[config.mk]
export PLATFORM = sky130hd
export DESIGN_NAME = service_interval_reminder
export DESIGN_NICKNAME = d
export VERILOG_FILES = /design/src/design/sir_pkg.sv /design/src/design/sir_muldiv.sv /design/src/design/service_interval_reminder.sv
export VERILOG_INCLUDE_DIRS = /design/src /design/src/design
export SDC_FILE = /design/constraint.sdc
export NUM_CORES = 1
export LEC_CHECK = 0
export BUFFER_PORTS_ARGS = -buffer_cell sky130_fd_sc_hd__clkbuf_2
export CAP_MARGIN = 10
export CORE_MARGIN = 2
export CORE_UTILIZATION = 25
export CTS_CLUSTER_SIZE = 25
export DETAILED_ROUTE_END_ITERATION = 10
export GPL_TIMING_DRIVEN = 0
export HOLD_SLACK_MARGIN = 0.03
export SLEW_MARGIN = 20
export SYNTH_ARGS = -nofsm -noshare
export SYNTH_HDL_FRONTEND = slang
export SYNTH_HIERARCHICAL = 1
export SYNTH_SLANG_ARGS = --single-unit
[constraint.sdc]
create_clock -name clk_i -period 6.9 [get_ports clk_i]
set_input_delay 0.69 -clock clk_i [delete_from_list [all_inputs] [get_ports clk_i]]
set_output_delay 0.69 -clock clk_i [all_outputs]
set_load 0.01 [all_outputs]
[src/design/service_interval_reminder_assert.svh]
// ---------------------------------------------------------------------------
// Service interval reminder assertion macros
// Concurrent assertion wrappers, empty when synthesized.
// ---------------------------------------------------------------------------
`ifndef SERVICE_INTERVAL_REMINDER_ASSERT_SVH
`define SERVICE_INTERVAL_REMINDER_ASSERT_SVH

`ifndef SYNTHESIS
// checked outside reset
`define SIR_ASSERT(lbl, prop, msg) \
  lbl: assert property (@(posedge clk_i) disable iff (!rst_ni) prop) else $error(msg);
// checked at every edge, reset included
`define SIR_ASSERT_ALWAYS(lbl, prop, msg) \
  lbl: assert property (@(posedge clk_i) prop) else $error(msg);
`else
`define SIR_ASSERT(lbl, prop, msg)
`define SIR_ASSERT_ALWAYS(lbl, prop, msg)
`endif

`endif

[src/design/sir_pkg.sv]
// ---------------------------------------------------------------------------
// Service interval reminder package
// Payload types, codes and widths shared by the reminder and its arithmetic unit.
// ---------------------------------------------------------------------------
package sir_pkg;

  localparam int READ_BITS = 24;
  localparam int OPND_BITS = 24;
  localparam int MULB_BITS = OPND_BITS + 1;
  localparam int PROD_BITS = 2 * MULB_BITS;
  localparam int DUE_BITS  = 32;

  localparam logic [DUE_BITS-1:0]  DUE_CLAMP = 32'd9999999;
  localparam logic [OPND_BITS-1:0] COUNT_MAX = 24'hFFFFFF;

  localparam logic [2:0] MODE_EVAL    = 3'd0;
  localparam logic [2:0] MODE_CLEAR   = 3'd1;
  localparam logic [2:0] MODE_PARAM   = 3'd2;
  localparam logic [2:0] MODE_RESTORE = 3'd3;
  localparam logic [2:0] MODE_DONE    = 3'd4;

  localparam logic [1:0] ST_NONE = 2'd0;
  localparam logic [1:0] ST_CONT = 2'd1;
  localparam logic [1:0] ST_DUE  = 2'd2;

  localparam logic [1:0] CFG_USE_HOURS = 2'd0;
  localparam logic [1:0] CFG_FIRST_DUE = 2'd1;
  localparam logic [1:0] CFG_INTERVAL  = 2'd2;
  localparam logic [1:0] CFG_POPUP     = 2'd3;

  typedef enum logic {MD_MUL, MD_DIV} md_op_e;

  typedef struct packed {
    logic                 start;
    md_op_e               op;
    logic [MULB_BITS-1:0] operand;
  } sir_md_req_t;

  typedef struct packed {
    logic busy;
    logic done;
  } sir_md_rsp_t;

  typedef struct packed {
    logic [2:0]           mode;
    logic [READ_BITS-1:0] odo_value;
    logic [READ_BITS-1:0] hour_value;
    logic [23:0]          restore_count;
    logic [31:0]          restore_next_due;
    logic                 done_value;
  } sir_in_t;

  typedef struct packed {
    logic [1:0]  reminder_status;
    logic [23:0] next_due_out;
    logic [23:0] count_out;
    logic        done_out;
  } sir_out_t;

endpackage

[src/design/sir_muldiv.sv]
// ---------------------------------------------------------------------------
// Shared multiply / divide unit
// Shift-add multiplier and restoring divider on one adder, one bit per cycle.
// ---------------------------------------------------------------------------
module sir_muldiv
  import sir_pkg::*;
(
  input  logic                 clk_i,
  input  logic                 rst_ni,
  input  sir_md_req_t          req_i,
  input  logic [OPND_BITS-1:0] a_i,
  output sir_md_rsp_t          rsp_o,
  output logic [MULB_BITS-1:0] quot_o,
  output logic [PROD_BITS-1:0] prod_o
);

  localparam int Steps   = MULB_BITS;
  localparam int CntBits = $clog2(Steps + 1);

  logic [MULB_BITS-1:0] hi_q, lo_q;
  md_op_e               op_q;
  logic [CntBits-1:0]   cnt_q;
  logic                 busy_q, done_q;

  logic [MULB_BITS-1:0] shifted, op_a, op_b;
  logic [MULB_BITS:0]   sum;
  logic                 is_div;

  assign is_div  = (op_q == MD_DIV);
  assign shifted = {hi_q[MULB_BITS-2:0], lo_q[MULB_BITS-1]};
  assign op_a    = is_div ? shifted : hi_q;
  always_comb begin
    if (is_div) begin
      op_b = ~{1'b0, a_i};
    end else if (lo_q[0]) begin
      op_b = {1'b0, a_i};
    end else begin
      op_b = '0;
    end
  end
  // for divide the carry out means no borrow
  assign sum = {1'b0, op_a} + {1'b0, op_b} + {{MULB_BITS{1'b0}}, is_div};

  always_ff @(posedge clk_i or negedge rst_ni) begin
    if (!rst_ni) begin
      hi_q   <= '0;
      lo_q   <= '0;
      op_q   <= MD_MUL;
      cnt_q  <= '0;
      busy_q <= 1'b0;
      done_q <= 1'b0;
    end else begin
      done_q <= 1'b0;
      if (req_i.start) begin
        op_q   <= req_i.op;
        hi_q   <= '0;
        lo_q   <= req_i.operand;
        cnt_q  <= CntBits'(Steps);
        busy_q <= 1'b1;
      end else if (busy_q) begin
        if (is_div) begin
          hi_q <= sum[MULB_BITS] ? sum[MULB_BITS-1:0] : shifted;
          lo_q <= {lo_q[MULB_BITS-2:0], sum[MULB_BITS]};
        end else begin
          hi_q <= sum[MULB_BITS:1];
          lo_q <= {sum[0], lo_q[MULB_BITS-1:1]};
        end
        cnt_q <= cnt_q - CntBits'(1);
        if (cnt_q == CntBits'(1)) begin
          busy_q <= 1'b0;
          done_q <= 1'b1;
        end
      end
    end
  end

  assign rsp_o.busy = busy_q;
  assign rsp_o.done = done_q;
  assign quot_o     = lo_q;
  assign prod_o     = {hi_q, lo_q};

endmodule

[src/design/service_interval_reminder.sv]
// ---------------------------------------------------------------------------
// Service interval reminder
// Event-driven service due tracker with one result per event.
// ---------------------------------------------------------------------------
// One event is taken at a time and every event returns one result holding the
// status, the next due reading (reported clamped to 9999999), the counter and
// the done flag. Clearance, restore, done writes and unused modes pass through
// the prepare and output states only. Evaluate and recompute with a reading
// past the first due need the due index from a 25-step restoring divide; an
// evaluate that consumes a pending clearance adds one or two 25-step
// multiplies. All of that runs through the one shared shift/add unit. A
// finished result waits in the output register while the next event is taken.
`include "service_interval_reminder_assert.svh"

module service_interval_reminder
  import sir_pkg::*;
(
  input  logic        clk_i,
  input  logic        rst_ni,
  input  logic        cfg_we_i,
  input  logic [1:0]  cfg_idx_i,
  input  logic [23:0] cfg_data_i,
  input  logic        in_valid_i,
  output logic        in_ready_o,
  input  sir_in_t     in_data_i,
  output logic        out_valid_o,
  input  logic        out_ready_i,
  output sir_out_t    out_data_o
);

  typedef enum logic [2:0] {
    S_IDLE, S_PREP, S_DIV, S_DECIDE, S_MUL, S_DUE, S_CHK, S_OUT
  } state_e;

  typedef enum logic [1:0] {PH_PARAM, PH_ADV1, PH_ADV2} phase_e;

  // configuration
  logic                 use_hours_q;
  logic [OPND_BITS-1:0] first_due_q, interval_q, popup_q;

  state_e               state_q;
  phase_e               phase_q;
  logic [2:0]           mode_q;
  logic [READ_BITS-1:0] cur_q;
  logic [23:0]          rcount_q;
  logic [31:0]          rnext_q;
  logic                 dval_q;
  logic                 gt_q;
  logic [MULB_BITS-1:0] idx_q;
  logic [23:0]          count_q;
  logic [DUE_BITS-1:0]  next_due_q;
  logic [1:0]           status_q;
  logic                 clear_q, done_q;
  logic                 out_valid_q;
  sir_out_t             out_q;
  sir_md_req_t          md_req_q;

  sir_md_rsp_t          md_rsp;
  logic [MULB_BITS-1:0] md_quot;
  logic [PROD_BITS-1:0] md_prod;

  function automatic logic [23:0] sat24(input logic [MULB_BITS:0] v);
    return (v > {2'b00, COUNT_MAX}) ? COUNT_MAX : v[23:0];
  endfunction

  logic [OPND_BITS-1:0] eff_int;
  logic [READ_BITS-1:0] rd_sel, diff;
  logic                 popup_hit, chk_hit;
  logic [MULB_BITS-1:0] count_ext;
  logic [1:0]           eval_st;
  logic [MULB_BITS:0]   adv_raw;
  logic [23:0]          adv_sat, count_inc;
  logic [PROD_BITS:0]   due_sum;
  logic [DUE_BITS-1:0]  due_sat;

  assign eff_int   = (interval_q == '0) ? OPND_BITS'(1) : interval_q;
  assign rd_sel    = use_hours_q ? in_data_i.hour_value : in_data_i.odo_value;
  assign diff      = cur_q - first_due_q;
  // popup tests wrap modulo 2^32
  assign popup_hit = (next_due_q - DUE_BITS'(cur_q)) <= DUE_BITS'(popup_q);
  assign chk_hit   = DUE_BITS'(cur_q) >= (next_due_q - DUE_BITS'(popup_q));
  assign count_ext = {1'b0, count_q};
  assign count_inc = sat24({2'b00, count_q} + (MULB_BITS + 1)'(1));

  always_comb begin
    if (!gt_q) begin
      eval_st = (count_q == '0 && popup_hit) ? ST_CONT : ST_NONE;
    end else if (count_ext > idx_q) begin
      eval_st = ST_NONE;
    end else if (count_ext < idx_q) begin
      eval_st = ST_DUE;
    end else begin
      eval_st = popup_hit ? ST_CONT : ST_NONE;
    end
  end

  assign adv_raw = (count_q == '0 || eval_st == ST_DUE) ? {1'b0, idx_q}
                                                        : {1'b0, idx_q} + (MULB_BITS + 1)'(1);
  assign adv_sat = sat24(adv_raw);
  assign due_sum = (PROD_BITS + 1)'(md_prod) + (PROD_BITS + 1)'(first_due_q);
  assign due_sat = (|due_sum[PROD_BITS:DUE_BITS]) ? '1 : due_sum[DUE_BITS-1:0];

  always_ff @(posedge clk_i or negedge rst_ni) begin
    if (!rst_ni) begin
      use_hours_q <= 1'b0;
      first_due_q <= '0;
      interval_q  <= OPND_BITS'(1);
      popup_q     <= '0;
      state_q     <= S_IDLE;
      phase_q     <= PH_PARAM;
      mode_q      <= MODE_EVAL;
      cur_q       <= '0;
      rcount_q    <= '0;
      rnext_q     <= '0;
      dval_q      <= 1'b0;
      gt_q        <= 1'b0;
      idx_q       <= '0;
      count_q     <= '0;
      next_due_q  <= '0;
      status_q    <= ST_NONE;
      clear_q     <= 1'b0;
      done_q      <= 1'b0;
      out_valid_q <= 1'b0;
      out_q       <= '0;
      md_req_q    <= '0;
    end else begin
      md_req_q.start <= 1'b0;
      if (out_valid_q && out_ready_i) begin
        out_valid_q <= 1'b0;
      end

      if (cfg_we_i) begin
        case (cfg_idx_i)
          CFG_USE_HOURS: use_hours_q <= cfg_data_i[0];
          CFG_FIRST_DUE: first_due_q <= cfg_data_i;
          CFG_INTERVAL:  interval_q  <= cfg_data_i;
          CFG_POPUP:     popup_q     <= cfg_data_i;
          default:       ;
        endcase
      end

      case (state_q)
        S_IDLE: begin
          if (in_valid_i) begin
            mode_q   <= in_data_i.mode;
            cur_q    <= rd_sel;
            rcount_q <= in_data_i.restore_count;
            rnext_q  <= in_data_i.restore_next_due;
            dval_q   <= in_data_i.done_value;
            state_q  <= S_PREP;
          end
        end
        S_PREP: begin
          state_q <= S_OUT;
          case (mode_q)
            MODE_EVAL, MODE_PARAM: begin
              gt_q <= cur_q > first_due_q;
              if (cur_q > first_due_q) begin
                md_req_q <= '{start: 1'b1, op: MD_DIV, operand: MULB_BITS'(diff)};
                state_q  <= S_DIV;
              end else begin
                idx_q   <= MULB_BITS'(1);
                state_q <= S_DECIDE;
              end
            end
            MODE_CLEAR:   clear_q <= 1'b1;
            MODE_RESTORE: begin
              count_q    <= rcount_q;
              next_due_q <= rnext_q;
            end
            MODE_DONE:    done_q <= dval_q;
            default:      ;
          endcase
        end
        S_DIV: begin
          if (md_rsp.done) begin
            idx_q   <= md_quot + MULB_BITS'(1);
            state_q <= S_DECIDE;
          end
        end
        S_DECIDE: begin
          state_q <= S_OUT;
          if (mode_q == MODE_PARAM) begin
            count_q <= '0;
            done_q  <= 1'b1;
            if (!gt_q) begin
              next_due_q <= DUE_BITS'(first_due_q);
            end else begin
              md_req_q <= '{start: 1'b1, op: MD_MUL, operand: idx_q};
              phase_q  <= PH_PARAM;
              state_q  <= S_MUL;
            end
          end else begin
            status_q <= eval_st;
            if (eval_st != ST_NONE && clear_q) begin
              clear_q  <= 1'b0;
              done_q   <= 1'b1;
              count_q  <= adv_sat;
              md_req_q <= '{start: 1'b1, op: MD_MUL, operand: {1'b0, adv_sat}};
              phase_q  <= PH_ADV1;
              state_q  <= S_MUL;
            end
          end
        end
        S_MUL: begin
          if (md_rsp.done) begin
            state_q <= S_DUE;
          end
        end
        S_DUE: begin
          next_due_q <= due_sat;
          state_q    <= (phase_q == PH_ADV1) ? S_CHK : S_OUT;
        end
        S_CHK: begin
          // already inside the popup window: move one service further
          state_q <= S_OUT;
          if (chk_hit) begin
            count_q  <= count_inc;
            md_req_q <= '{start: 1'b1, op: MD_MUL, operand: {1'b0, count_inc}};
            phase_q  <= PH_ADV2;
            state_q  <= S_MUL;
          end
        end
        S_OUT: begin
          if (!out_valid_q || out_ready_i) begin
            out_valid_q           <= 1'b1;
            out_q.reminder_status <= status_q;
            out_q.next_due_out    <= (next_due_q > DUE_CLAMP) ? DUE_CLAMP[23:0]
                                                              : next_due_q[23:0];
            out_q.count_out       <= count_q;
            out_q.done_out        <= done_q;
            state_q               <= S_IDLE;
          end
        end
        default: state_q <= S_IDLE;
      endcase
    end
  end

  sir_muldiv u_muldiv (
    .clk_i  (clk_i),
    .rst_ni (rst_ni),
    .req_i  (md_req_q),
    .a_i    (eff_int),
    .rsp_o  (md_rsp),
    .quot_o (md_quot),
    .prod_o (md_prod)
  );

  assign in_ready_o  = (state_q == S_IDLE);
  assign out_valid_o = out_valid_q;
  assign out_data_o  = out_q;

  `SIR_ASSERT(a_busy_after_transfer, (in_valid_i && in_ready_o) |=> !in_ready_o,
              "ready right after an input transfer")
  `SIR_ASSERT(a_idle_unit_quiet, in_ready_o |-> !md_rsp.busy,
              "arithmetic unit busy while idle")
  `SIR_ASSERT(a_done_when_waiting, md_rsp.done |-> (state_q == S_DIV || state_q == S_MUL),
              "unit result with no step waiting")
  `SIR_ASSERT(a_due_clamped, out_valid_o |-> ({8'b0, out_data_o.next_due_out} <= DUE_CLAMP),
              "reported next due above clamp")
  `SIR_ASSERT_ALWAYS(a_reset_no_result, !rst_ni |-> !out_valid_o,
                     "result valid during reset")

endmodule
==> reports/summary.md, run 1 <==
The count of placed standard cells in the final layout, fillers left out was 5173; the number of warnings issued by yosys was 6. In the routed design, unresolved DRC markers number 0. STA puts the critical path data arrival time at 6.98 ns. The fraction of power spent switching nets was 0.513; the worst voltage drop across the vdd grid was 0.246 mV. The hold violation total from the final report is 0. The critical path required time is 7.37 ns, and the aggregate global routing overflow is 0. The first global-routing pass estimated 172000 µm of wire. The number of port buffers works out to 191. The origin of the worst min-delay path is in_data_i[43]. TritonCTS created 44 clock buffers. TritonCTS built the clock tree. For this run, the detailed router's first-pass iteration total came to 6.

The die is 346 µm wide. For the clock sink count, the log shows 385. The floorplan step defined a core boundary enclosing 116000 µm². The flow ran to the end, and the final reports show no timing, DRC or antenna violations. The clock root buffer master was clkbuf_16. The static leakage power came out at 14.4 nW. The mean cell area of the mapped netlist is 8.67 µm². Number of max-slew violations in the final report: 0. Area of the die: 120000 µm². The critical path launch point is cur_q[14].

Clock-pin slew was measured on the worst setup and hold paths at 0.06 ns. The kind of path behind the tightest hold check was input port to flop. The logs give 5089 for the number of cells in the design after placement and 9.66 mW for the net switching power. Kind of start point of the critical path: a flop. The final layout contains routed wiring with a total length of 116000 µm. The worst setup path is captured at a flop.

The all-layer global routing usage is 0.188, and the number of placement rows is 125. The run gives 0 as the final antenna-violating net count. For this run, the slowest stage of the critical path takes 0.55 ns. The internal portion of the total power is 9.17 mW. The fraction of layout instances using a drive strength above 1 was 0.140.

The source of the worst register-to-register timing path is cur_q[14]. The worst path in the final design needs a cycle of 6.50 ns, including I/O delays and setup. Setup repair after global routing left no endpoint under its margin. Kind of critical path: flop to flop. The detailed router finished its first iteration with 3053 violations. The run gives 0.622 as the combinational group share of total power. For the final database, setup skew stands at 0.0154 ns. For the achievable clock frequency, the log shows 154 MHz. The design draws 18.8 mW. The part of the power in the clock network was 0.130. Slowest cell on the critical path: dfrtp_2.

Net count reported at finish: 3959. The power density relative to cell area was 557 nW/µm²; the post-synth design cell area was 29200 µm². The total via count after detailed routing was 27900; the final setup violation count was 0. The tools report the number of primary I/O pins as 192. At the pin with the least slew margin, the transition time is 1.20 ns.

For the post-synth net total, the log shows 3711. The worst slew margin relative to its limit was 0.191. The tool flagged a number of max-cap violations equal to 0.

Entering global routing, the biggest net connects 88 pins. Routability-driven placement finished with a final weighted congestion of 0.967. Once detailed placement completed, the half-perimeter wirelength came to 92100 µm.

The number of buffers on the longest clock path came out at 3. Synthesis produced a netlist whose cell count is 3367. The clock latency of the later-clocked register in the worst-skew pair was 0.60 ns; the total number of H-tree levels was 2. In this run the vertical extent of the chip is 346 µm.

The starting density of the core is 0.252. The average wire length per cell after detail routing was 22.4 µm. Of all nets on the critical path, the largest fanout is 10. The signal on the critical path passes through inv_1 -> ha_1 -> a21oi_1 -> nand2_1 -> a221o_1 -> a21oi_2 -> o21ai_0 -> nand3_1 -> nand2_1 -> and2_1 -> o21ai_0 -> nand2b_1 -> xor2_1 -> ha_1 -> a21oi_1 -> nand2_1 -> a211oi_2 -> a21oi_1 -> nor4_4 -> a41oi_4 -> nor2_4 -> nor4_4 -> buf_2 -> a211o_1. The number of global-route vias before repair came out at 26400. Leaving out fill and tap cells, the most frequent cells in the layout are 394 x nand2_1, 382 x dfrtp_1, 247 x a21oi_1. The number of antenna violations at the first check in global routing was 2. The share of power burned in registers is 0.247. The final worst-path cycle share was 0.943. In the routed layout, each cell is associated on average with a via count of 5.39.

The number of inserted diodes was 0. Leaving out fill and tap cells, the most frequent cell in the layout is nand2_1. From synthesis to final layout, the design area changed by 15.8%.
[worst paths after layout]
path	end	cells past startpoint	slack, ns
setup / recovery	md_req_q[21]	24	0.40
hold reg to reg	status_q[0]	2	0.47
min in group asynchronous	rcount_q[1]	2	0.61
hold / removal	rcount_q[10]	2	0.33
max in group asynchronous	next_due_q[20]	5	4.81
setup reg to reg	md_req_q[21]	24	0.40
[registers in the layout, summed over array words and instances, names as in the netlist, 25 cells and up]
signal / count
idx_q: 25
md_req_q: 27
next_due_q: 32
out_data_o: 51
rnext_q: 32
u_muldiv/hi_q: 25
u_muldiv/quot_o: 25
[final cells by class]
class,instances,area [µm²]
timing repair buffer,202,1160
tap,1524,1910
clock buffer,60,1250
buffer,216,936
inverter,154,578
sequential,385,9640
multi-input combinational,2612,18100
clock inverter,20,239
fill,12400,82200
[power groups by stage]
stage	sequential (mW)	combinational, mW	clock [mW]
after global routing	4.70	13.0	2.59
after global placement	4.63	11.3	0
after CTS	4.60	11.5	2.48
after floorplan	3.82	8.47	0
after detailed placement	4.63	11.4	0
final	4.66	11.7	2.45
[per-layer routing]
metal	GRT usage	vias to the layer above	wire (µm)
li1	-	12800	-
met1	0.258	13700	49900
met2	0.301	1228	52600
met3	0.0247	183	9210
met4	0.0639	0	4260
met5	0	-	0
[through the flow]
stage / setup TNS (ns) / hold WS (ns) / util / cell area [µm²] / worst slack, ns
floorplan: 0 / 0.394 / - / 29200 / 1.76
global placement: -1428.58 / 0.455 / 0.276 / 32100 / -3.79
detailed placement: -0.713 / 0.459 / 0.278 / 32300 / -0.105
CTS: 0 / 0.299 / 0.291 / 33800 / 0.0268
global route: 0 / 0.314 / 0.291 / 33800 / 0.0137
finish: 0 / 0.328 / 0.291 / 33800 / 0.396
[timing repair]
action / in CTS / in global routing
gates resized for setup: 2 / 8
setup buffers: 0 / 3
hold buffers: 1 / 0
pin swaps: 0 / 2
setup endpoints to repair: 22 / 53
endpoints found under the hold margin: 9 / 0
[critical path, delay by kind of cell (launching register included)]
family	cells	cell delay, ns
AND/OR/NAND/NOR	9	1.77
buffers and inverters	2	0.36
flip-flops	1	0.55
adder cells (fa/ha/maj)	2	0.73
XOR/XNOR	1	0.15
AO/OA/AOI/OAI	10	2.84
Power figures use the tool's default switching activity.
==> inputs of run 2 (changes only) <==
Settings changed: BUFFER_PORTS_ARGS -buffer_cell sky130_fd_sc_hd__clkbuf_2 to -buffer_cell sky130_fd_sc_hd__buf_2.
==> run 2 against run 1 <==
Compared with the run above: clock skew increased by 0.016 ns; design area down 0.18%; sequential power hardly changed; count of clock-buffer cells in the layout decreased by 1; power rose by 0.15%; combinational power is essentially flat; cell count hardly changed; sequential cell count is the same; critical path type unchanged; largest power group unchanged.
==> reports/summary.md, run 2 (synthesis results as in run 1) <==
The logs give 125 for the number of placement rows and 0 for the number of inserted diodes. Before antenna repair, the detailed router went through 8 iterations. The tightest min-delay check is of the input port to flop type.

The area of the die is 120000 µm². The core region is 116000 µm². The number of max-slew violations in the final report is 0, and the number of max-cap violations is 0. The worst hold slack was 0.299 ns; the final setup violation count was 0. The run gives 192 as the number of primary I/O pins. Setup TNS: 0 ns.

The hold violation total from the final report is 0. The top cell types in the final layout, fill and taps aside, are 394 x nand2_1, 382 x dfrtp_1, 247 x a21oi_1. In the routed layout, each cell is associated on average with a via count of 5.40.

CTS buffer count: 45. For this run, design rule violations remaining after detail routing come to 0. The fraction of layout instances using a drive strength above 1 came out at 0.139. The placed wire-length estimate was 92800 µm. Leading cell type in the layout, fill and taps excluded: nand2_1. Routability-driven placement finished with a final weighted congestion of 0.961. The clock-pin transition on the worst setup and hold timing paths is 0.06 ns. For this design the ratio of total power to cell area is 559 nW/µm².

Net count reported at finish: 3958. The flow ran to the end, and the final reports show no timing, DRC or antenna violations. Final worst-path cycle share: 0.983. The pin count of the biggest net entering global routing is 99. TritonCTS built the clock tree. The tree is rooted in a clkbuf_16.

The longest clock path from root to sink contains 3 buffers. Setup repair after global routing left no endpoint under its margin. The run gives 7.36 ns as the critical path required time. The worst voltage drop across the vdd grid is 0.258 mV. After routing the design area is 33800 µm². The detailed router placed 27900 vias in this run. The finished layout holds 5169 standard cells, fillers aside. The average wire length per cell after detail routing came out at 22.7 µm.

Of all nets on the critical path, the largest fanout is 7. Layout overhead on the synthesized area: 15.6%. Summing all placed instances gives a cell area of 32200 µm². The final standard cell utilization of the core was 0.291. The logs give 9 for the number of antenna violations at the first check in global routing and 0.61 ns for the clock latency of the later-clocked register in the worst-skew pair. The worst setup path is captured at a flop. The routed design could run at a clock period as short as 6.78 ns. The kind of start point of the critical path was a flop.

The tools report the total number of H-tree levels as 2. The aggregate global routing overflow came out at 0. The tools report the total wire length as 117000 µm. The analysis attributes to cell leakage a power of 14.3 nW. The tools report the initial DRC count as 2875. The starting density of the core is 0.252, and the number of port buffers is 191. The register with the most flip-flops in the layout has 51 of them. The clock arrives with 0.0314 ns of skew. All-layer global routing usage: 0.189. At the pin with the least slew margin, the transition time is 1.19 ns.

The worst slew margin relative to its limit was 0.200. The final antenna-violating net count is 0, and the number of fill cells in the layout is 12500. Data arrives at the worst endpoint at 7.24 ns.

The die outline height came out at 346 µm. The critical path is of the flop to flop type. Clock sink count: 385.

Derived from the worst setup path, the maximum achievable clock frequency is 147 MHz. The first global-routing pass estimated 173000 µm of wire. The die is 346 µm wide.

For the number of global-route vias before repair, the log shows 26100. Once placement completed, the tool counted placed cells totaling 5088.
-- run 2: cell count changes in the layout (fill, tap and decap cells not counted), sizes merged --
cell	change
buf	+189
inv	+4
clkinvlp	-2
clkinv	-3
clkbuf	-192
-- run 2: area by class of cell --
cell class	instances	area (µm²)	area share
Buffer	216	936	0.0277
Clock buffer	59	1240	0.0367
Clock inverter	19	228	0.00674
Inverter	154	578	0.0171
Multi-Input combinational cell	2612	18100	0.536
Sequential cell	385	9640	0.285
Tap cell	1524	1910	0.0565
Timing Repair Buffer	200	1130	0.0334
-- run 2: power breakdown --
| part | switching, mW | internal (mW) | total, mW | leakage (nW) |
|---|---|---|---|---|
| clock network | 1.03 | 1.42 | 2.45 | 0.716 |
| logic | 7.14 | 4.61 | 11.7 | 8.98 |
| registers | 1.53 | 3.13 | 4.66 | 4.64 |
-- run 2: final timing paths --
path | slack, ns | endpoint | cells past startpoint | startpoint
setup / recovery | 0.12 | count_q[2] | 24 | cur_q[14]
hold / removal | 0.30 | mode_q[0] | 3 | in_data_i[105]
setup reg to reg | 0.12 | count_q[2] | 24 | cur_q[14]
hold reg to reg | 0.47 | out_data_o[9] | 2 | out_data_o[9]
max in group asynchronous | 4.61 | interval_q[7] | 5 | rst_ni
min in group asynchronous | 0.58 | out_data_o[6] | 2 | rst_ni
-- run 2: critical path: stages (launching register included) --
cell,delay (ns)
dfrtp_2,0.58
inv_1,0.09
ha_1,0.42
a21oi_1,0.37
nand2_1,0.11
a221o_1,0.43
a21oi_2,0.30
o21ai_0,0.31
nand3_1,0.18
nand2_1,0.09
and2_1,0.17
o21ai_0,0.14
nand2b_1,0.09
xor2_1,0.15
ha_1,0.32
a21oi_1,0.16
nand2_1,0.06
a211oi_1,0.47
a21oi_1,0.24
nor4_4,0.59
a41oi_4,0.28
a221oi_4,0.38
buf_12,0.16
o21a_1,0.38
a21oi_1,0.15
-- run 2: routing by layer --
metal | part of all wire | vias to the layer above | GRT usage
met5 | 0.00016 | - | 0
met1 | 0.43 | 13700 | 0.260
met3 | 0.079 | 171 | 0.0255
met4 | 0.032 | 2 | 0.0569
met2 | 0.46 | 1236 | 0.306
li1 | - | 12800 | -
-- run 2: what timing repair did --
action | CTS | global route
setup endpoints to repair | 46 | 51
pin swaps | 0 | 2
endpoints found under the hold margin | 36 | 0
hold buffers | 1 | 0
gates resized for setup | 4 | 4
buffers inserted | 0 | 2
-- run 2: metrics by stage --
step / setup WS [ns] / power, mW
global placement: -2.85 / 16.0
detailed placement: -0.206 / 16.1
CTS: 0.0609 / 18.6
floorplan: 1.76 / 12.3
global route: 0.0361 / 20.2
finish: 0.118 / 18.9
